===== src/rtl/llms_ram.sv =====
// ----------------------------------------------------------------------------
// Generic simple dual-port RAM
// One write port, one read port, read data registered.
// ----------------------------------------------------------------------------
module llms_ram #(
   parameter int WIDTH = 8,
   parameter int DEPTH = 16
) (
   input  logic                     clock,
   input  logic                     wr_en,
   input  logic [$clog2(DEPTH)-1:0] wr_addr,
   input  logic [WIDTH-1:0]         wr_data,
   input  logic [$clog2(DEPTH)-1:0] rd_addr,
   output logic [WIDTH-1:0]         rd_data
);

   logic [WIDTH-1:0] mem [DEPTH];

   always_ff @(posedge clock) begin
      if (wr_en) begin
         mem[wr_addr] <= wr_data;
      end
      rd_data <= mem[rd_addr];
   end

endmodule


===== config.mk =====
export PLATFORM = sky130hd
export DESIGN_NAME = llms_ram
export DESIGN_NICKNAME = d
export VERILOG_FILES = /design/src/rtl/llms_ram.sv
export SDC_FILE = /design/constraint.sdc
export NUM_CORES = 1
export LEC_CHECK = 0
export BUFFER_PORTS_ARGS = -buffer_cell sky130_fd_sc_hd__buf_4
export CORE_ASPECT_RATIO = 0.5
export CORE_MARGIN = 4
export CORE_UTILIZATION = 55
export DETAILED_ROUTE_END_ITERATION = 8
export PLACE_DENSITY = 0.78
export RECOVER_POWER = 50
export SLEW_MARGIN = 20
export SYNTH_ARGS = -nofsm -noshare
export SYNTH_HDL_FRONTEND = slang
export SYNTH_SLANG_ARGS = --single-unit

===== constraint.sdc =====
create_clock -name clock -period 5.6 [get_ports clock]
set_clock_uncertainty 0.05 [all_clocks]
set_input_delay 0.84 -clock clock [delete_from_list [all_inputs] [get_ports clock]]
set_output_delay 0.84 -clock clock [all_outputs]
set_load 0.02 [all_outputs]

==> results_dict.tcl, run 1 <==
set metrics [dict create \
    grtUsageMet3_pct 9.15 \
    clkTransAtPathRegs_ns 0.05 \
    max_freq_mhz 460 \
    die_y_um 76.4 \
    cts_made_buffers 17 \
    postCtsSetupBuffers 0 \
    synth_area_leader_cell "edfxtp_1" \
    clock_path_buffers 2 \
    grt_pass1_wl_um 15300 \
    met1_usage_pct 27.1 \
    endpoint_kind "flip-flop" \
    whs_ns 0.631 \
    core-area_mm2 0.00892 \
    final_common_cell "edfxtp_1" \
    gr-usage-all-layers_pct 20.2 \
    routed_wl_um 10100 \
    drv_cap 0 \
    synth.cell_area_mm2 0.00515 \
    cts_root_buf "clkbuf_16" \
    ys_seq_area_share_pct 77.8 \
    layout-drive-gt1-share_pct 22.7 \
    syn_nets 247 \
    overflow 0 \
    maxSlewHeadroom_pct 42.7 \
    ys_types 19 \
    drtIter0Drc 268 \
    worst_setup_path_start_kind "primary input" \
    mostFrequentLayoutCells "128 x edfxtp_1, 18 x mux4_2, 17 x clkbuf_16, 17 x buf_4, 16 x a22oi_1" \
    required_ns 5.84 \
    first_pass_iters 4 \
    place_area_mm2 0.00541 \
    finalCriticalPeriod_ns 2.17 \
    crit_chain "buf_4, mux4_1, a22oi_1, nand2_1" \
    ctsHtreeMaxLevel 4 \
    hold_path.class "flip-flop to flip-flop" \
    grt_util_met2_pct 29.5 \
    tritoncts "yes" \
    setup_violations 0 \
    hpwl_um 6000 \
    postLayoutCellArea_mm2 0.00600 \
    pre_cts_ws_ns 2.82 \
    ys_ff_latch 136 \
    synth_top_area_share_pct 74.7 \
    dieArea_mm2 0.0111 \
    synth.area.top_cells "edfxtp_1 75%, mux4_2 7.9%, mux4_1 7.1%" \
    clk_latency_ns 0.42 \
    syn2layout_area_growth_pct 16.6 \
    critical_path.max_stage_delay_ns 0.66 \
    grt_pass1_vias 2534 \
    yosysWarnings 0 \
    initial_core_util_pct 57.7 \
    fillers 530 \
    routedWlPerCell_um 25.5 \
    cpMaxStageDelayCell "mux4_1" \
    power.density_mw_per_mm2 405 \
    antenna_left 0 \
    status "complete, no violations" \
    path_max_fanout 32 \
    worstPathArrival_ns 2.42 \
    crit_type "primary input to flip-flop" \
    cts.sinks 136 \
    max_slew.worst_pin.slew_ns 0.856 \
    rsz0062_at_grt "no" \
    rows 24 \
    num_antenna_cells 0 \
    multiInputGateArea_mm2 0.00107 \
    synthCells 229 \
    fin_nets 283 \
    drc 0 \
    ctsHoldBuffers 0 \
    cts-resized-gates 0 \
    port_buffers 25 \
    ios 26 \
    viasPerCell 6.25 \
    register_area_mm2 0.00400 \
    ir_drop_uv 264 \
    die_w_um 145 \
    grt_busiest_layer "met2" \
    leakage_nw 1.99 \
    num_vias 2470 \
    tns_ns 0 \
    grt_antenna_before_repair 0 \
    place_congestion 0.848 \
    period_share_pct 38.8 \
    finalMaxSlewViolations 0 \
    final-hold-violation-count 0 \
    grt_max_degree 33 \
    worst_slack_ns 3.43 \
    avgSynthCellArea_um2 22.5 \
]
-- worst max-delay path: cells and delay by family --
family,cells,cell delay [ns]
buf+inv,1,0.47
simple gates,1,0.09
mux,1,0.66
compound gates,1,0.34
-- where the power goes --
part / switching [mW] / total (mW) / internal (mW)
Clock: 0.389 / 1.17 / 0.780
Sequential: 0.00827 / 1.15 / 1.14
Combinational: 0.0690 / 0.114 / 0.0448
-- routing by layer --
layer | vias to the layer above | wire [um]
li1 | 1047 | -
met1 | 1281 | 4110
met2 | 131 | 4750
met3 | 11 | 1080
met4 | 0 | 130
met5 | - | 0
-- cell families after synthesis --
logic type | synth area share [%]
simple gates | 3.18
mux | 15.0
buf+inv | 1.68
compound gates | 2.33
flops | 77.8
-- layout make-up --
| type | count | area share, % |
|---|---|---|
| Clock buffer | 20 | 7.28 |
| Multi-Input combinational cell | 83 | 17.8 |
| Sequential cell | 136 | 66.7 |
| Clock inverter | 12 | 3.00 |
| Tap cell | 117 | 2.44 |
| Timing Repair Buffer | 27 | 2.75 |
-- state kept, by name, summed over array words and instances (netlist names) --
name,count
mem,128
rd_data,8
-- metrics by stage --
stage | cells | utilization [%] | power, mW
3_3_place_gp | 363 | 60.7 | 1.28
2_1_floorplan | 229 | - | 1.23
5_1_grt | 395 | 67.3 | 2.50
6_report | 395 | 67.3 | 2.43
4_1_cts | 395 | 67.6 | 2.44
3_5_place_dp | 363 | 60.7 | 1.28
-- path summary, 6_finish.rpt --
kind	from	to	slack [ns]	cells after the start
worst max-delay path	rd_addr[0]	rd_data[3]	3.43	4
worst min-delay path	mem[8][3]	rd_data[3]	0.63	3
worst max register to register	mem[0][4]	rd_data[4]	4.10	3
worst min register to register	mem[8][3]	rd_data[3]	0.63	3
-- cell usage after synthesis --
master	n
dfxtp_1	8
nand2b_1	2
mux4_2	18
nor2_1	13
buf_2	3
nand3_1	1
and2b_1	1
mux4_1	14
edfxtp_1	128
nand3b_1	2
buf_6	3
buf_4	1
nor2b_1	1
nand2_1	9
and2_1	1
a22oi_1	16
or3b_2	1
clkdlybuf4s25_2	3
nor3_1	4
Power figures use the tool's default switching activity.
==> inputs of run 2 (changes only) <==
--- a/config.mk
+++ b/config.mk
@@ -8,9 +8,9 @@
 export BUFFER_PORTS_ARGS = -buffer_cell sky130_fd_sc_hd__buf_4
 export CORE_ASPECT_RATIO = 0.5
 export CORE_MARGIN = 4
-export CORE_UTILIZATION = 55
+export CORE_UTILIZATION = 54
 export DETAILED_ROUTE_END_ITERATION = 8
-export PLACE_DENSITY = 0.78
+export PLACE_DENSITY = 0.79
 export RECOVER_POWER = 50
 export SLEW_MARGIN = 20
 export SYNTH_ARGS = -nofsm -noshare
==> constraint.sdc (replaced) <==
create_clock -name clock -period 1.8 [get_ports clock]
set_clock_uncertainty 0.05 [all_clocks]
set_input_delay 0.27 -clock clock [delete_from_list [all_inputs] [get_ports clock]]
set_output_delay 0.27 -clock clock [all_outputs]
set_load 0.02 [all_outputs]
==> results_dict.tcl, run 2 (same netlist as run 1, synthesis figures left out) <==
set metrics [dict create \
    status "complete, no violations" \
    finalNonFillerCells 414 \
    cts_made_buffers 17 \
    initial_core_util_pct 57.3 \
    cts.sinks 136 \
    viasPerCell 6.12 \
    max_slew.worst_pin.slew_ns 0.709 \
    clock_path_buffers 2 \
    dieArea_mm2 0.0113 \
    routed_wl_um 10600 \
    required_ns 2.04 \
    port_buffers 25 \
    ios 26 \
    die_y_um 77.0 \
    crit_type "flip-flop to flip-flop" \
    ctsHtreeMaxLevel 4 \
    finalMaxSlewViolations 0 \
    largest_register "mem" \
    layout-drive-gt1-share_pct 26.6 \
    grt_pass1_vias 2715 \
    largest_reg_flops 128 \
    clkTransAtPathRegs_ns 0.05 \
    die_w_um 146 \
    first_pass_iters 4 \
    grt_antenna_before_repair 0 \
    path_max_fanout 1 \
    hpwl_um 6610 \
    clk_latency_ns 0.40 \
    final-hold-violation-count 0 \
    core-area_mm2 0.00898 \
    postCtsSetupBuffers 0 \
    place_congestion 0.757 \
    power.density_mw_per_mm2 1160 \
    rows 24 \
    mostFrequentLayoutCells "128 x edfxtp_1, 35 x buf_4, 19 x clkbuf_1" \
    grt_max_degree 33 \
    drc 0 \
    tritoncts "yes" \
    final_common_cell "edfxtp_1" \
    routedWlPerCell_um 25.5 \
    max_freq_mhz 706 \
    num_antenna_cells 0 \
    cts-resized-gates 0 \
    period_share_pct 78.6 \
    largestRegisters "mem (128), rd_data (8)" \
    num_vias 2535 \
    syn2layout_area_growth_pct 17.8 \
    tns_ns 0 \
    ctsHoldBuffers 0 \
    drv_cap 0 \
    rsz0062_at_grt "no" \
    endpoint_kind "flip-flop" \
    leakage_nw 2.05 \
    dp_cells 382 \
    fillers 525 \
    grt_pass1_wl_um 16300 \
    maxSlewHeadroom_pct 52.7 \
    fin_nets 302 \
    cts_root_buf "clkbuf_16" \
    hold_path.class "primary input to flip-flop" \
    ir_drop_uv 752 \
    drtIter0Drc 324 \
    overflow 0 \
    gr-usage-all-layers_pct 20.4 \
    antenna_left 0 \
    setup_violations 0 \
    finalCriticalPeriod_ns 1.42 \
    worstPathArrival_ns 1.65 \
    worst_setup_path_start_kind "flip-flop" \
]
==> run 2: cell types whose count changed in the layout (fill, tap and decap cells not counted) <==
cell / delta
buf_4: +18
clkbuf_1: +6
bufinv_16: -4
clkinv_1: -4
clkbuf_8: +2
buf_12: +1
nor3_1: +1
nor3_2: -1
==> run 2: cell type report <==
type | instances | area (um2) | share of cell area (%)
multi-input cells | 83 | 1060 | 17.5
clock inverters | 4 | 45.0 | 0.743
clock buffers | 28 | 487 | 8.03
flip-flops and latches | 136 | 4000 | 66.0
well taps | 117 | 146 | 2.41
repair buffers | 46 | 320 | 5.28
==> run 2: per-stage QoR <==
step / hold WS, ns / utilization, % / cell area, um2 / power (mW) / worst slack (ns)
finish: 0.349 / 67.5 / 6060 / 7.04 / 0.384
global route: 0.344 / 67.5 / 6060 / 7.29 / 0.334
CTS: 0.110 / 68.0 / 6100 / 7.09 / 0.374
detailed placement: 0.532 / 62.0 / 5570 / 4.00 / 0.0799
global placement: 0.514 / 62.0 / 5570 / 3.98 / 0.134
floorplan: 0.319 / - / 5150 / 3.83 / 0.214
==> run 2: critical path: stages, from the launching register on <==
cell and delay (ns):
edfxtp_1 0.36, mux4_1 0.50, a22oi_1 0.30, nand2_1 0.09
==> run 2: layer usage <==
layer	routed length (um)	up-vias	global-route usage (%)
met5	0	-	0
met4	227	0	9.66
met3	1080	17	5.12
met2	5100	129	31.0
met1	4160	1303	28.2
li1	-	1086	-
==> run 2: where the power goes <==
group | leakage (nW) | internal [mW] | switching [mW]
clock | 0.260 | 1.97 | 1.15
sequential | 1.22 | 3.55 | 0.0237
combinational | 0.571 | 0.156 | 0.206
total | 2.05 | 5.67 | 1.38
==> run 2: path summary, 6_finish.rpt <==
| kind | endpoint | slack, ns | cells past startpoint | startpoint |
|---|---|---|---|---|
| setup / recovery | rd_data[0] | 0.38 | 3 | mem[0][0] |
| hold / removal | mem[11][1] | 0.35 | 1 | wr_data[1] |
| setup reg to reg | rd_data[0] | 0.38 | 3 | mem[0][0] |
| hold reg to reg | rd_data[2] | 0.61 | 3 | mem[4][2] |
