## src/rtl/llms_pkg.sv

```systemverilog
// ----------------------------------------------------------------------------
// Linked list move/splice engine package
// Sizes, node numbering, command codes and shared types for the engine.
// ----------------------------------------------------------------------------
package llms_pkg;

   localparam int MAX_LISTS  = 256;
   localparam int NODE_COUNT = 3 * MAX_LISTS + 1;
   localparam int ELEM_W     = $clog2(MAX_LISTS + 1);
   localparam int NODE_W     = $clog2(NODE_COUNT);

   localparam logic [1:0] CMD_MOVE   = 2'd0;
   localparam logic [1:0] CMD_SPLICE = 2'd1;
   localparam logic [1:0] CMD_READ   = 2'd2;

   typedef enum logic [2:0] {
      ST_INIT,
      ST_IDLE,
      ST_RD1,
      ST_W0,
      ST_W1,
      ST_W2,
      ST_DONE
   } seq_state_type;

   typedef struct packed {
      logic              we;
      logic [NODE_W-1:0] waddr;
      logic [NODE_W-1:0] wdata;
      logic [NODE_W-1:0] raddr;
   } mem_port_type;

   typedef struct packed {
      logic [ELEM_W-1:0] next_element;
      logic              list_end;
   } result_type;

   function automatic logic [NODE_W-1:0] head_of(input logic [ELEM_W-1:0] i);
      return NODE_W'(MAX_LISTS) + NODE_W'(i);
   endfunction

   function automatic logic [NODE_W-1:0] tail_of(input logic [ELEM_W-1:0] i);
      return NODE_W'(2 * MAX_LISTS) + NODE_W'(i);
   endfunction

   function automatic logic [NODE_W-1:0] init_fwd(input logic [NODE_W-1:0] n);
      logic [NODE_W-1:0] r;
      r = '0;
      if (n != '0 && n <= NODE_W'(MAX_LISTS)) begin
         r = n + NODE_W'(2 * MAX_LISTS);
      end else if (n > NODE_W'(MAX_LISTS) && n <= NODE_W'(2 * MAX_LISTS)) begin
         r = n - NODE_W'(MAX_LISTS);
      end
      return r;
   endfunction

   function automatic logic [NODE_W-1:0] init_bwd(input logic [NODE_W-1:0] n);
      logic [NODE_W-1:0] r;
      r = '0;
      if (n != '0 && n <= NODE_W'(MAX_LISTS)) begin
         r = n + NODE_W'(MAX_LISTS);
      end else if (n > NODE_W'(2 * MAX_LISTS) && n <= NODE_W'(3 * MAX_LISTS)) begin
         r = n - NODE_W'(2 * MAX_LISTS);
      end
      return r;
   endfunction

endpackage

```

## src/rtl/llms_seq.sv

```systemverilog
// ----------------------------------------------------------------------------
// Linked list command sequencer
// Initialises the link memories, then reads links for each request and
// updates and writes back links for moves and splices.
// ----------------------------------------------------------------------------
module llms_seq import llms_pkg::*; (
   input  logic              clock,
   input  logic              reset,
   input  logic              restart,
   input  logic [ELEM_W-1:0] list_count,
   input  logic              req_valid,
   output logic              req_stall,
   input  logic [1:0]        req_command,
   input  logic [ELEM_W-1:0] req_first_operand,
   input  logic [ELEM_W-1:0] req_second_operand,
   output mem_port_type      fwd_port,
   output mem_port_type      bwd_port,
   input  logic [NODE_W-1:0] fwd_rdata,
   input  logic [NODE_W-1:0] bwd_rdata,
   input  logic              rsp_free,
   output logic              rsp_load,
   output result_type        rsp_result
);

   seq_state_type     state_ff, state_in;
   logic [NODE_W-1:0] cnt_ff, cnt_in;
   logic [1:0]        cmd_ff, cmd_in;
   logic [ELEM_W-1:0] a_ff, a_in, b_ff, b_in;
   logic [NODE_W-1:0] f0_ff, f0_in, b0_ff, b0_in, f1_ff, f1_in, b1_ff, b1_in;
   result_type        res_ff, res_in;

   logic [NODE_W-1:0] a_node, b_node, sec_f, sec_b, succ;
   logic              in_range, op_ok;

   assign a_node = NODE_W'(a_ff);
   assign b_node = NODE_W'(b_ff);
   assign sec_f  = (state_ff == ST_W0) ? fwd_rdata : f1_ff;
   assign sec_b  = (state_ff == ST_W0) ? bwd_rdata : b1_ff;
   assign succ   = (b_node == b0_ff) ? f0_ff : sec_f;

   assign in_range = req_first_operand != '0 && req_first_operand <= list_count &&
                     req_second_operand <= list_count;
   assign op_ok    = in_range &&
                     (req_command == CMD_READ ||
                      ((req_command == CMD_MOVE || req_command == CMD_SPLICE) &&
                       req_second_operand != '0 &&
                       req_first_operand != req_second_operand));

   assign req_stall  = state_ff != ST_IDLE;
   assign rsp_result = res_ff;

   always_ff @(posedge clock) begin
      if (reset) begin
         state_ff <= ST_INIT;
         cnt_ff   <= '0;
      end else begin
         state_ff <= state_in;
         cnt_ff   <= cnt_in;
      end
   end

   always_ff @(posedge clock) begin
      cmd_ff <= cmd_in;
      a_ff   <= a_in;
      b_ff   <= b_in;
      f0_ff  <= f0_in;
      b0_ff  <= b0_in;
      f1_ff  <= f1_in;
      b1_ff  <= b1_in;
      res_ff <= res_in;
   end

   always_comb begin
      state_in = state_ff;
      cnt_in   = cnt_ff;
      cmd_in   = cmd_ff;
      a_in     = a_ff;
      b_in     = b_ff;
      f0_in    = f0_ff;
      b0_in    = b0_ff;
      f1_in    = f1_ff;
      b1_in    = b1_ff;
      res_in   = res_ff;
      fwd_port = '0;
      bwd_port = '0;
      rsp_load = 1'b0;
      case (state_ff)
         ST_INIT: begin
            fwd_port.we    = 1'b1;
            fwd_port.waddr = cnt_ff;
            fwd_port.wdata = init_fwd(cnt_ff);
            bwd_port.we    = 1'b1;
            bwd_port.waddr = cnt_ff;
            bwd_port.wdata = init_bwd(cnt_ff);
            if (cnt_ff == NODE_W'(NODE_COUNT - 1)) begin
               state_in = ST_IDLE;
            end else begin
               cnt_in = cnt_ff + NODE_W'(1);
            end
         end
         ST_IDLE: begin
            case (req_command)
               CMD_SPLICE: begin
                  fwd_port.raddr = head_of(req_first_operand);
                  bwd_port.raddr = tail_of(req_first_operand);
               end
               CMD_READ: begin
                  fwd_port.raddr = (req_second_operand == '0) ?
                                   head_of(req_first_operand) :
                                   NODE_W'(req_second_operand);
               end
               default: begin
                  fwd_port.raddr = NODE_W'(req_first_operand);
                  bwd_port.raddr = NODE_W'(req_first_operand);
               end
            endcase
            if (req_valid) begin
               cmd_in   = req_command;
               a_in     = req_first_operand;
               b_in     = req_second_operand;
               res_in   = '0;
               state_in = op_ok ? ST_RD1 : ST_DONE;
            end
         end
         ST_RD1: begin
            f0_in = fwd_rdata;
            b0_in = bwd_rdata;
            case (cmd_ff)
               CMD_READ: begin
                  if (fwd_rdata > NODE_W'(2 * MAX_LISTS)) begin
                     res_in.list_end = 1'b1;
                  end else if (fwd_rdata != '0 && fwd_rdata <= NODE_W'(MAX_LISTS)) begin
                     res_in.next_element = fwd_rdata[ELEM_W-1:0];
                  end
                  state_in = ST_DONE;
               end
               CMD_SPLICE: begin
                  bwd_port.raddr = tail_of(b_ff);
                  state_in = (fwd_rdata == tail_of(a_ff)) ? ST_DONE : ST_W0;
               end
               default: begin
                  fwd_port.raddr = b_node;
                  state_in = ST_W0;
               end
            endcase
         end
         ST_W0: begin
            f1_in = fwd_rdata;
            b1_in = bwd_rdata;
            fwd_port.we = 1'b1;
            bwd_port.we = 1'b1;
            case (cmd_ff)
               CMD_SPLICE: begin
                  fwd_port.waddr = sec_b;
                  fwd_port.wdata = f0_ff;
                  bwd_port.waddr = f0_ff;
                  bwd_port.wdata = sec_b;
               end
               default: begin
                  fwd_port.waddr = b0_ff;
                  fwd_port.wdata = f0_ff;
                  bwd_port.waddr = f0_ff;
                  bwd_port.wdata = b0_ff;
               end
            endcase
            state_in = ST_W1;
         end
         ST_W1: begin
            fwd_port.we = 1'b1;
            bwd_port.we = 1'b1;
            case (cmd_ff)
               CMD_SPLICE: begin
                  fwd_port.waddr = b0_ff;
                  fwd_port.wdata = tail_of(b_ff);
                  bwd_port.waddr = tail_of(b_ff);
                  bwd_port.wdata = b0_ff;
               end
               default: begin
                  fwd_port.waddr = b_node;
                  fwd_port.wdata = a_node;
                  bwd_port.waddr = a_node;
                  bwd_port.wdata = b_node;
               end
            endcase
            state_in = ST_W2;
         end
         ST_W2: begin
            fwd_port.we = 1'b1;
            bwd_port.we = 1'b1;
            case (cmd_ff)
               CMD_SPLICE: begin
                  fwd_port.waddr = head_of(a_ff);
                  fwd_port.wdata = tail_of(a_ff);
                  bwd_port.waddr = tail_of(a_ff);
                  bwd_port.wdata = head_of(a_ff);
               end
               default: begin
                  fwd_port.waddr = a_node;
                  fwd_port.wdata = succ;
                  bwd_port.waddr = succ;
                  bwd_port.wdata = a_node;
               end
            endcase
            state_in = ST_DONE;
         end
         ST_DONE: begin
            if (rsp_free) begin
               rsp_load = 1'b1;
               state_in = ST_IDLE;
            end
         end
         default: begin
            state_in = ST_INIT;
            cnt_in   = '0;
         end
      endcase
      if (restart) begin
         state_in = ST_INIT;
         cnt_in   = '0;
      end
   end

endmodule
```

## config.mk

```make
export PLATFORM = sky130hd
export DESIGN_NAME = llms_seq
export DESIGN_NICKNAME = d
export VERILOG_FILES = /design/src/rtl/llms_pkg.sv /design/src/rtl/llms_seq.sv
export SDC_FILE = /design/constraint.sdc
export NUM_CORES = 1
export LEC_CHECK = 0
export ABC_CLOCK_PERIOD_IN_PS = 2500
export BUFFER_PORTS_ARGS = -buffer_cell sky130_fd_sc_hd__clkbuf_2
export CAP_MARGIN = 30
export CORE_ASPECT_RATIO = 0.6
export CORE_MARGIN = 1.5
export CORE_UTILIZATION = 45
export CTS_BUF_LIST = sky130_fd_sc_hd__clkbuf_8 sky130_fd_sc_hd__clkbuf_16
export DETAILED_ROUTE_END_ITERATION = 10
export PLACE_DENSITY = 0.79
export SLEW_MARGIN = 20
export SYNTH_ARGS = -nofsm -noshare
export SYNTH_HDL_FRONTEND = slang
export SYNTH_SLANG_ARGS = --single-unit
export TNS_END_PERCENT = 50
```

## constraint.sdc

```tcl
create_clock -name clock -period 2.5 [get_ports clock]
set_clock_uncertainty 0.05 [all_clocks]
set_input_delay 0.125 -clock clock [delete_from_list [all_inputs] [get_ports clock]]
set_output_delay 0.125 -clock clock [all_outputs]
set_load 0.01 [all_outputs]
```

==> results.py, run 1 <==
metrics = {
    "timing": {
        "fmax_mhz": 387.7,
        "fin_hold_ws_ns": 0.006771,
        "final_min_period_over_clock_period_pct": 103.2,
        "tightestPinTransition_ns": 0.7534,
        "finalSetupTns_ns": -0.2924,
        "setup_viol": 10,
        "rsz0062_at_grt": "yes",
        "drv_slew": 0,
        "setup_slack_ns": -0.07908,
        "min_period_ns": 2.579,
        "final-hold-violation-count": 0,
        "relSlewSlack_pct": 49.72,
    },
    "layout": {
        "area_growth_pct": 36.88,
        "antenna_cells": 0,
        "multiInputGateArea_um2": 3203,
        "fillers": 911,
        "area.sequential_um2": 2073,
        "drive_gt1_share_pct": 35.62,
        "layout.nets": 823,
        "postLayoutCoreUtil_pct": 63.49,
    },
    "drt": {
        "first_iter_violations": 678,
        "drtPass1Iterations": 6,
        "drc": 0,
        "via_per_inst": 6.237,
        "drt_wl_total_um": 18670,
        "num_vias": 5638,
        "routedWlPerCell_um": 20.65,
        "detail-route-antenna-nets": 0,
    },
    "worst_hold_path": {
        "worstHoldStart": "req_second_operand[4]",
        "hold_path_end": "b_ff[4]",
        "hold_depth": 1,
        "hp-class": "primary input to flop",
    },
    "critical_path": {
        "reg2regPathDepth": 8,
        "required_ns": 2.33,
        "cp.arrival_ns": 2.40,
        "ff2ff_setup_slack_ns": 0.01,
        "worstSetupPathType": "flop to output port",
        "start_kind": "flop",
        "cp_max_fo": 6,
        "r2r_end": "cnt_ff[0]",
        "end_kind": "output port",
        "crit_chain": "xnor2_2 > nand4_1 > or4_4 > buf_6 > o2bb2a_2 > nand3_1 > clkbuf_2",
        "timing.rr.start": "cnt_ff[1]",
        "max_stage_delay_ns": 0.57,
        "slowest_stage": "or4_4",
    },
    "outcome": {
        "status": "finished, violations left",
        "failed_checks": "setup timing",
    },
    "synthesis": {
        "synth_area_um2": 5275,
        "yosys.cell_count.top_type": "edfxtp_1",
        "yosysUniqueCellTypes": 64,
        "synth-edff-count": 60,
        "async_reset_ff_share_pct": 0,
        "yosysTopAreaCell": "edfxtp_1",
        "synthTopCellsByArea": "edfxtp_1 34%, ha_1 7.1%, dfxtp_1 4.9%",
        "yosysTopAreaCellShare_pct": 34.16,
        "seq_area_frac_synth_pct": 39.09,
        "synth_cells": 557,
        "syn-num-nets": 641,
        "ys.flop_type": "edfxtp_1",
        "postSynthAreaPerCell_um2": 9.470,
        "ys.warnings.count": 0,
        "synth_commonest_cells": "60 x edfxtp_1, 37 x nor2_1, 35 x o21ai_0, 33 x nand2_1, 32 x inv_1",
        "ys_ff_latch": 73,
    },
    "global_route": {
        "grt_max_degree": 28,
        "grt_pass1_wl_um": 27970,
        "grt.overflow.total": 0,
        "grt_pass1_vias": 5074,
        "antenna_found_initial": 0,
        "grt_usage_pct": 29.90,
    },
    "run": {
        "maxCapViolations": 0,
    },
    "clocking": {
        "clock_path_buffers": 2,
        "clkTransAtPathRegs_ns": 0.06,
        "cts_buffers": 9,
        "htree_levels": 3,
        "cts_tree": "built",
        "clock_sinks": 73,
        "clkLatencyLatePin_ns": 0.35,
        "root_buffer": "clkbuf_16",
    },
    "placement": {
        "portBuffers": 127,
        "gp_congestion": 0.9468,
        "dp_hpwl_um": 13630,
        "post-place-ws_ns": 0.1398,
    },
    "floorplanning": {
        "die_area_um2": 12400,
        "core_area_um2": 11370,
        "pin_count": 128,
        "start_util_pct": 46.38,
        "dieHeight_um": 86.87,
        "rows": 30,
        "fp.dieW_um": 142.8,
    },
    "power": {
        "p_leak_nw": 3.052,
        "powerDensity_nw_per_um2": 407.6,
        "peakVddDrop_mv": 0.3258,
    },
}
[how the worst max path moves through the flow]
stage,cells past startpoint,slack (ns),end,from
after floorplan,6,0.37,bwd_port[22],b_ff[2]
after global placement,6,0.15,bwd_port[22],b0_ff[7]
after detailed placement,6,0.14,bwd_port[21],b0_ff[7]
after CTS,8,-0.03,fwd_port[11],cnt_ff[0]
after global routing,7,-0.18,fwd_port[10],b0_ff[8]
final,7,-0.08,fwd_port[10],b_ff[7]
[registers in the layout, summed over array words and instances (netlist names)]
signal	flops
state_ff	3
f1_ff	10
rsp_result	10
cnt_ff	10
a_ff	9
b0_ff	10
f0_ff	10
cmd_ff	2
b_ff	9
[metal layers]
layer  GRT usage [%]  wire length (um)
met4           6.935               311
met1           43.89              8030
met5               0                 0
met3           7.532              2296
met2           44.26              8028
[timing repair]
action	in CTS	in global routing
hold buffers	21	0
buffers inserted	11	8
resized for setup	42	37
setup endpoints to repair	46	49
gates cloned	1	1
hold endpoints to repair	23	0
pin swaps	13	14
[metrics by stage]
step | total power [mW] | instance area [um2] | instances
floorplan | 1.456 | 5275 | 557
global placement | 1.572 | 6208 | 846
detailed placement | 1.583 | 6208 | 846
CTS | 2.927 | 6955 | 895
global route | 3.017 | 7221 | 904
finish | 2.943 | 7221 | 904
[power by group]
group	internal, mW	leakage (nW)	switching [mW]
clock network	0.781	0.144	0.545
registers	1.31	0.662	0.00219
logic	0.134	2.25	0.170
total	2.23	3.05	0.717
[layout make-up]
class | count | area share (%)
flip-flops and latches | 73 | 28.71
repair buffers | 201 | 18.14
inverters | 34 | 1.837
multi-input cells | 420 | 44.36
well taps | 160 | 2.772
clock inverters | 7 | 1.057
clock buffers | 9 | 3.119
[cell usage in the layout (no fill, tap or decap), types with 3 or more instances in the layout]
cell type,instances
mux2i_1,5
and3_1,4
a21o_1,6
nor3_1,9
buf_4,47
nand2b_1,7
o21ai_0,32
a22o_1,12
clkbuf_16,10
a22oi_1,17
buf_2,6
mux2_2,12
inv_1,30
ha_1,28
xnor2_2,5
or3_1,7
a221oi_1,16
edfxtp_1,60
o211ai_1,12
nor4_1,8
nand3_2,9
a41oi_2,3
xnor2_1,17
inv_6,3
nand4_1,11
clkbuf_2,119
dfxtp_1,8
nor2b_1,3
dfxtp_2,3
nand3_1,20
xor2_1,12
o21ai_2,5
a21oi_1,26
nor2_1,36
o2bb2a_4,3
buf_6,5
nand2_1,33
and2_1,14
dlygate4sd3_1,21
[critical path, delay by kind of cell (launching register included)]
kind            cells  cell delay [ns]
xor+xnor            1             0.20
buf+inv             2             0.33
compound gates      1             0.28
simple gates        3             0.81
flops               1             0.43
[cell families (layout without fill, tap and decap cells)]
logic type	count (synthesis)	after routing	share of synthesized area, %
AOI/OAI and AO/OA	161	161	21.44
xor gates and xnor gates	34	34	5.645
adders and majority gates	30	30	7.116
buffers and inverters	64	251	5.408
DFF	73	73	39.09
muxes	18	18	3.700
and+or+nand+nor	177	177	17.60
No activity file was read; power rests on OpenSTA's default activity.
==> run 2, diff against run 1 <==
- CTS_BUF_LIST: sky130_fd_sc_hd__clkbuf_8 sky130_fd_sc_hd__clkbuf_16 -> sky130_fd_sc_hd__clkbuf_4
==> results.py, run 2 (synthesized netlist as in run 1, its figures left out) <==
metrics = {
    "timing": {
        "setup_slack_ns": -0.2028,
        "drv_slew": 0,
        "tightestPinTransition_ns": 0.7417,
        "rsz0062_at_grt": "yes",
        "final-hold-violation-count": 0,
        "fmax_mhz": 370.0,
        "relSlewSlack_pct": 50.50,
        "fin_hold_ws_ns": 0.02529,
        "final_min_period_over_clock_period_pct": 108.1,
        "finalSetupTns_ns": -3.416,
        "min_period_ns": 2.703,
        "setup_viol": 30,
    },
    "critical_path": {
        "slowest_stage": "or4b_4",
        "crit_chain": "inv_4 > ha_4 > or4b_4 > o21ai_4 > nor2_1 > o31ai_1 > o211ai_1 > buf_2",
        "cp_max_fo": 4,
        "ff2ff_setup_slack_ns": 0.33,
        "r2r_end": "state_ff[0]",
        "timing.rr.start": "cnt_ff[0]",
        "crit_cells": 8,
        "start_kind": "flop",
        "path_buf_inv": 2,
        "max_stage_delay_ns": 0.49,
        "cp.arrival_ns": 2.53,
        "reg2regPathDepth": 6,
        "path_delay_family": "compound AO/OA/AOI/OAI gates",
        "required_ns": 2.33,
        "worstSetupPathType": "flop to output port",
        "end_kind": "output port",
    },
    "global_route": {
        "grt_pass1_vias": 5255,
        "antenna_found_initial": 0,
        "grt.overflow.total": 0,
        "grt_usage_pct": 30.98,
        "grt_max_degree": 23,
        "grt_pass1_wl_um": 28890,
    },
    "drt": {
        "detail-route-antenna-nets": 0,
        "drt_wl_total_um": 19100,
        "num_vias": 5705,
        "drc": 0,
        "routedWlPerCell_um": 20.63,
        "first_iter_violations": 702,
        "via_per_inst": 6.161,
        "drtPass1Iterations": 5,
    },
    "clocking": {
        "clkLatencyLatePin_ns": 0.46,
        "cts_tree": "built",
        "cts_buffers": 9,
        "clock_path_buffers": 2,
        "clkTransAtPathRegs_ns": 0.13,
        "clock_sinks": 73,
        "root_buffer": "clkbuf_4",
        "htree_levels": 3,
    },
    "layout": {
        "drive_gt1_share_pct": 34.99,
        "antenna_cells": 0,
        "area_growth_pct": 39.66,
        "final-instance-count-excl-fill": 926,
        "final_cell_mix": "113 x clkbuf_2, 60 x edfxtp_1, 44 x buf_4, 43 x dlygate4sd3_1, 36 x nor2_1",
        "layout.nets": 845,
        "mostFrequentLayoutCell": "clkbuf_2",
    },
    "worst_hold_path": {
        "worstHoldStart": "rsp_free",
        "hp-class": "primary input to flop",
        "hold_path_end": "state_ff[1]",
        "hold_depth": 3,
    },
    "placement": {
        "post-place-ws_ns": 0.1398,
        "numPlacedInstances": 846,
        "dp_hpwl_um": 13630,
        "portBuffers": 127,
        "gp_congestion": 0.9468,
    },
    "power": {
        "p_leak_nw": 3.070,
        "peakVddDrop_mv": 0.2516,
        "power.total_mw": 2.443,
        "powerDensity_nw_per_um2": 331.6,
    },
    "floorplanning": {
        "fp.dieW_um": 142.8,
        "pin_count": 128,
        "core_area_um2": 11370,
        "start_util_pct": 46.38,
        "dieHeight_um": 86.87,
        "die_area_um2": 12400,
        "rows": 30,
    },
    "outcome": {
        "failed_checks": "setup timing",
        "status": "finished, violations left",
    },
    "run": {
        "maxCapViolations": 0,
    },
}
## run 2: per-stage QoR
step	instance area, um2	utilization [%]
4_1_cts	7127	62.66
6_report	7367	64.77
3_5_place_dp	6208	54.59
3_3_place_gp	6208	54.59
5_1_grt	7367	64.77
2_1_floorplan	5275	-
## run 2: timing repair
action | CTS | global route
endpoints found under the hold margin | 58 | 0
setup endpoints to repair | 57 | 55
cloned | 2 | 0
resized for setup | 66 | 46
setup buffers | 11 | 8
hold buffers | 43 | 0
pin swaps | 26 | 13
## run 2: area by class of cell
| class | count | area (um2) |
|---|---|---|
| well taps | 160 | 200.2 |
| flip-flops and latches | 73 | 2074 |
| clock inverters | 7 | 76.32 |
| inverters | 34 | 132.6 |
| clock buffers | 9 | 67.56 |
| repair buffers | 223 | 1558 |
| fillers | 881 | 4006 |
| multi-input cells | 420 | 3258 |
## run 2: worst max path at each step
stage	from	endpoint	slack, ns
final	cnt_ff[0]	fwd_port[19]	-0.20
after global routing	b_ff[0]	fwd_port[19]	-0.34
after CTS	cnt_ff[0]	fwd_port[11]	-0.21
after detailed placement	b0_ff[7]	bwd_port[21]	0.14
after global placement	b0_ff[7]	bwd_port[22]	0.15
after floorplan	b_ff[2]	bwd_port[22]	0.37
## run 2: where the power goes
group / switching [mW] / internal, mW
logic: 0.180 / 0.160
registers: 0.00175 / 1.31
clock network: 0.480 / 0.313
total: 0.661 / 1.78
## run 2: worst min-delay path, delay by kind of cell
kind	cells	cell delay (ns)
buffers and inverters	1	0.12
AOI/OAI and AO/OA	2	0.27
## run 2: metal layers
metal	share of wire [%]	track usage [%]	vias up
met5	0	0	-
met4	2.4	8.529	0
met1	42	43.73	2706
met2	43	45.54	408
li1	-	-	2532
met3	12	10.17	59
==> run 3, diff against run 2 <==
- SETUP_SLACK_MARGIN: default -> 0.02
==> results.py, run 3 (synthesized netlist as in run 1, its figures left out) <==
metrics = {
    "outcome": {
        "status": "finished, violations left",
        "failed_checks": "setup timing",
    },
    "floorplanning": {
        "core_area_um2": 11370,
        "die_area_um2": 12400,
        "start_util_pct": 46.38,
        "rows": 30,
        "dieHeight_um": 86.87,
        "pin_count": 128,
        "fp.dieW_um": 142.8,
    },
    "layout": {
        "antenna_cells": 0,
        "area_growth_pct": 40.06,
        "postLayoutCoreUtil_pct": 64.96,
        "final-instance-count-excl-fill": 928,
        "mostFrequentLayoutCell": "clkbuf_2",
        "final_cell_mix": "113 x clkbuf_2, 60 x edfxtp_1, 46 x buf_4, 43 x dlygate4sd3_1, 36 x nor2_1",
        "layout.nets": 847,
        "drive_gt1_share_pct": 35.42,
        "fillers": 875,
    },
    "placement": {
        "numPlacedInstances": 846,
        "portBuffers": 127,
        "gp_congestion": 0.9468,
        "dp_hpwl_um": 13630,
    },
    "critical_path": {
        "start_kind": "flop",
        "crit_cells": 7,
        "slowest_stage": "or4_4",
        "ff2ff_setup_slack_ns": 0.30,
        "path_buf_inv": 2,
        "cp.arrival_ns": 2.51,
        "path_delay_family": "simple AND/OR/NAND/NOR gates",
        "cp_max_fo": 6,
        "reg2regPathDepth": 6,
        "required_ns": 2.33,
        "crit_chain": "xnor2_2 > nand4_1 > or4_4 > buf_6 > o2bb2a_2 > nand3_1 > buf_2",
        "max_stage_delay_ns": 0.59,
        "end_kind": "output port",
        "worstSetupPathType": "flop to output port",
    },
    "timing": {
        "final_min_period_over_clock_period_pct": 107.6,
        "setup_slack_ns": -0.1893,
        "rsz0062_at_grt": "yes",
        "min_period_ns": 2.689,
        "final-hold-violation-count": 0,
        "fmax_mhz": 371.8,
        "relSlewSlack_pct": 49.83,
        "setup_viol": 30,
        "tightestPinTransition_ns": 0.7518,
        "drv_slew": 0,
        "fin_hold_ws_ns": 0.02932,
    },
    "power": {
        "p_int_mw": 1.782,
        "clockPowerShare_pct": 32.5,
        "p_leak_nw": 3.087,
        "swShare_pct": 27.10,
        "powerDensity_nw_per_um2": 330.9,
        "p_switching_mw": 0.6624,
        "power.total_mw": 2.445,
        "peakVddDrop_mv": 0.2513,
        "seqPwrFrac_pct": 53.6,
        "comb_power_share_pct": 13.9,
    },
    "drt": {
        "via_per_inst": 6.233,
        "detail-route-antenna-nets": 0,
        "routedWlPerCell_um": 20.77,
        "num_vias": 5784,
        "drt_wl_total_um": 19280,
        "drc": 0,
        "drtPass1Iterations": 5,
        "first_iter_violations": 783,
    },
    "global_route": {
        "grt_max_degree": 23,
        "grt.overflow.total": 0,
        "grt_usage_pct": 31.17,
        "antenna_found_initial": 0,
        "grt_pass1_wl_um": 29090,
        "grt_pass1_vias": 5261,
    },
    "worst_hold_path": {
        "hp-class": "primary input to flop",
        "hold_depth": 3,
    },
    "clocking": {
        "root_buffer": "clkbuf_4",
        "clock_sinks": 73,
        "cts_tree": "built",
        "clkLatencyLatePin_ns": 0.46,
        "htree_levels": 3,
        "cts_buffers": 9,
        "clkTransAtPathRegs_ns": 0.13,
        "clock_path_buffers": 2,
    },
    "run": {
        "maxCapViolations": 0,
    },
}
run 3: repair_timing:
action / in CTS / in global routing
endpoints found under the hold margin: 58 / 0
buffers inserted: 13 / 8
endpoints found under the setup margin: 57 / 57
gates resized for setup: 66 / 47
gates cloned: 2 / 0
hold buffers: 43 / 0
pin swaps: 26 / 13
run 3: area by class of cell:
class                           count  area (um2)  area share, %
Sequential cell                    73        2074          28.08
Clock inverter                      7       76.32          1.033
Timing Repair Buffer              225        1573          21.29
Clock buffer                        9       67.56         0.9145
Inverter                           34       132.6          1.795
Multi-Input combinational cell    420        3264          44.18
Tap cell                          160       200.2          2.710
run 3: path summary, 6_finish.rpt:
check | startpoint | end
min reg2reg | cnt_ff[1] | cnt_ff[1]
max reg2reg | cnt_ff[0] | state_ff[0]
min | rsp_free | state_ff[1]
max | b0_ff[7] | fwd_port[16]
run 3: power groups by stage:
stage	clock [mW]	combinational (mW)	sequential (mW)
2_1_floorplan	0	0.116	1.34
3_3_place_gp	0	0.232	1.34
3_5_place_dp	0	0.243	1.34
4_1_cts	0.798	0.312	1.31
5_1_grt	0.849	0.364	1.31
6_report	0.794	0.340	1.31
run 3: tightest hold or removal path, delay by kind of cell:
kind	cells	cell delay, ns
AOI/OAI and AO/OA	2	0.27
buffers and inverters	1	0.12
run 3: per-stage QoR:
step	setup TNS, ns	worst slack [ns]	area [um2]
after floorplan	0	0.3747	5275
after global placement	0	0.1542	6208
after detailed placement	0	0.1398	6208
after CTS	-3.120	-0.2066	7142
after global routing	-7.792	-0.3392	7388
final	-3.640	-0.1893	7388
run 3: metal layers:
layer  routed length, um  track usage, %  vias to the layer above
met3                2583           9.511                       52
met2                8410           46.34                      458
li1                    -               -                     2544
met4                 388           8.529                        0
met1                7894           44.08                     2730
met5                   0               0                        -
